### src/lfr_ram.sv
// Generic single-write, single-read synchronous RAM with a registered read port.
`default_nettype none

module lfr_ram #(
  parameter int Width = 8,
  parameter int Depth = 16,
  parameter int AddrW = (Depth > 1) ? $clog2(Depth) : 1
) (
  input  wire logic             clk_i,
  input  wire logic             we_i,
  input  wire logic [AddrW-1:0] waddr_i,
  input  wire logic [Width-1:0] wdata_i,
  input  wire logic             re_i,
  input  wire logic [AddrW-1:0] raddr_i,
  output logic      [Width-1:0] rdata_o
);

  logic [Width-1:0] mem [Depth];

  always_ff @(posedge clk_i) begin
    if (we_i) begin
      mem[waddr_i] <= wdata_i;
    end
    if (re_i) begin
      rdata_o <= mem[raddr_i];
    end
  end

endmodule

`default_nettype wire

### config.mk
export PLATFORM = sky130hd
export DESIGN_NAME = lfr_ram
export DESIGN_NICKNAME = d
export VERILOG_FILES = /design/src/lfr_ram.sv
export SDC_FILE = /design/constraint.sdc
export NUM_CORES = 1
export LEC_CHECK = 0
export ABC_AREA = 1
export BUFFER_PORTS_ARGS = -buffer_cell sky130_fd_sc_hd__buf_4
export CORE_ASPECT_RATIO = 0.6
export CORE_MARGIN = 2
export CORE_UTILIZATION = 55
export DETAILED_ROUTE_END_ITERATION = 7
export PLACE_DENSITY = 0.81
export SYNTH_ARGS = -nofsm -noshare
export SYNTH_HDL_FRONTEND = slang
export SYNTH_SLANG_ARGS = --single-unit
### constraint.sdc
create_clock -name clk_i -period 2.9 [get_ports clk_i]
set_input_delay 0.29 -clock clk_i [delete_from_list [all_inputs] [get_ports clk_i]]
set_output_delay 0.29 -clock clk_i [all_outputs]
set_load 0.01 [all_outputs]
==> impl_metrics.toml <==
[clocking]
clkLatencyLatePin_ns = 0.42
cts_setup_buffers = 0
cts_tree = "yes"
cts-buffers-inserted = 17
cts_max_path_buffers = 2
htree_num_levels = 4
cts.sink_count = 136
cts_root_buffer = "clkbuf_16"
clk_pin_slew_ns = 0.06
hold_buffers = 0
cts_resized = 0

[floorplanning]
rows = 29
die_x_microns = 137
io_pins = 27
core_sq_um = 10500
start_util = 0.560
die-area_sq_um = 11500
die_h_microns = 83.9

[critical_path]
path_delay_family = "simple AND/OR/NAND/NOR gates"
critPathKind = "input pin to flop"
critPathBufInv = 1
cp_slowest_stage_delay_ns = 0.78
cp_max_fo = 8
path_cells = "buf_4 -> nand3b_1 -> nor2_1"
worstReg2RegStart = "mem[13][7]$_DFFE_PP_"
start_kind = "input pin"
critical_path_required_ns = 2.94
cp-end-kind = "flop"
startpoint = "waddr_i[2]"
arrival_ns = 1.44
slowest_stage = "nor2_1"

[power]
ir_drop_mv = 0.458
power_mw = 4.64
p_per_area_nw_per_um2 = 697
leakage_nw = 2.83

[cells_and_area]
ff_latch_area_sq_um = 4080
final_area_sq_um = 6660
diodes = 0
multi_input_area_sq_um = 1210
nets = 593
finish.utilization = 0.638
nFillCells = 820
drive_above_1_share = 0.0988
final_cells = 726
area_growth_pct = 14.0

[logic_synthesis]
synth_top_family_by_area = "simple AND/OR/NAND/NOR gates"
synth_compound_area_frac = 0
seq_area_frac_synth = 0.698
synth_xor_area_frac = 0
synth_edf_count = 136
ys_warn_count = 0
muxShareOfSynthArea = 0
synthDominantCellAreaShare = 0.698
synth_fa_ha_area_frac = 0
yosysMostFrequentCell = "nand2_1"
synthTopCellsByCount = "nand2_1 (173), edfxtp_1 (136), inv_1 (100)"
synth_simple_gate_area_frac = 0.208
yosys_most_used_dff = "edfxtp_1"
post_synth.cell_area_avg_sq_um = 10.6
synth_fp_nets = 570
yosys-top-cells-area = "edfxtp_1 (70%), nand2_1 (11%), nand3_1 (8.3%)"
ys_seq_elements = 136
yosysUniqueCellTypes = 11
netlist_instances = 551
synth_top_area_cell = "edfxtp_1"
syn_area_sq_um = 5850
async_flop_share = 0

[sta]
period_needed_ns = 1.40
finalSetupTns_ns = 0
hold_viol = 0
fin_skew_ns = 0.00526
rsz0062_at_grt = "no"
worst_pin_slew_ns = 0.963
finalCritPeriodShare = 0.484
setup_slack_ns = 1.50
setup_violations = 0
fmax_mhz = 712
drv_slew = 0
holdWs_ns = 0.187
relSlewSlack = 0.356

[placement]
dp_hpwl_mm = 8.92
io_buffers = 26
place_area_sq_um = 6080
preCtsSetupSlack_ns = 1.09
gp_congestion = 0.918
placedCellCount = 694

[grt]
overflow = 0
grt_max_degree = 65
first_global_vias = 3801
antenna_found_initial = 0
grt_pass1_wl_mm = 21.6
grt_usage = 0.264

[route]
ant_nets = 0
drt_drc_violations_left = 0
firstDrtPassIters = 7
num_vias = 4074
totalWireLength_mm = 14.1
vias_per_cell = 5.61
drt-initial-drc-count = 657
wl_per_cell_microns = 19.5

[status]
status = "completed"

[worst_hold_path]
hold_start = "re_i"
hold_path.class = "input pin to flop"

[flow_run]
max_cap_violations = 0
-- where the power goes --
group          internal, mW  leakage (nW)  switching (mW)  total, mW
combinational        0.0813          1.33           0.193      0.274
clock                  1.33         0.267           0.806       2.14
sequential             2.22          1.24          0.0150       2.23
-- kinds of logic after synthesis --
| family | count (synthesis) |
|---|---|
| and+or+nand+nor | 289 |
| buffers and inverters | 126 |
| DFF | 136 |
-- worst register-to-register path: stages, from the launching register on --
cell and delay (ns):
edfxtp_1 0.40, inv_1 0.15, nand2_1 0.07, nand3_1 0.11, nand3_1 0.09, nand3_1 0.09, nand2_1 0.05
-- area by class of cell --
type | count | area share
sequential | 136 | 0.613
multi-input combinational | 289 | 0.182
clock buffer | 17 | 0.0638
inverter | 102 | 0.0575
timing repair buffer | 28 | 0.0334
tap | 139 | 0.0261
clock inverter | 15 | 0.0240
-- worst paths after layout --
check,end,slack (ns),cells after the start
worst max-delay path,mem[9][7]$_DFFE_PP_,1.50,3
worst min-delay path,rdata_o[3]$_DFFE_PP_,0.19,1
worst max register to register,rdata_o[7]$_DFFE_PP_,1.69,6
worst min register to register,rdata_o[6]$_DFFE_PP_,0.75,6
-- sequential cells by signal, summed over array words and instances (netlist names) --
register,count
mem,128
rdata_o,8
-- layout by cell type, fill, tap and decap left out, drive strengths merged --
cell | synthesis | final
buf | 24 | 28
bufinv | 0 | 3
clkbuf | 0 | 17
clkinv | 0 | 6
clkinvlp | 0 | 6
edfxtp | 136 | 136
inv | 102 | 102
nand2 | 173 | 173
nand3 | 97 | 97
nand3b | 2 | 2
nor2 | 17 | 17
-- routing by layer --
metal  vias up  share of wire  global-route usage
li1       1827              -                   -
met4         0          0.018              0.0759
met2       284           0.42               0.359
met3        31           0.13              0.0923
met1      1932           0.43               0.403
met5         -              0                   0
No activity file was read; power rests on OpenSTA's default activity.
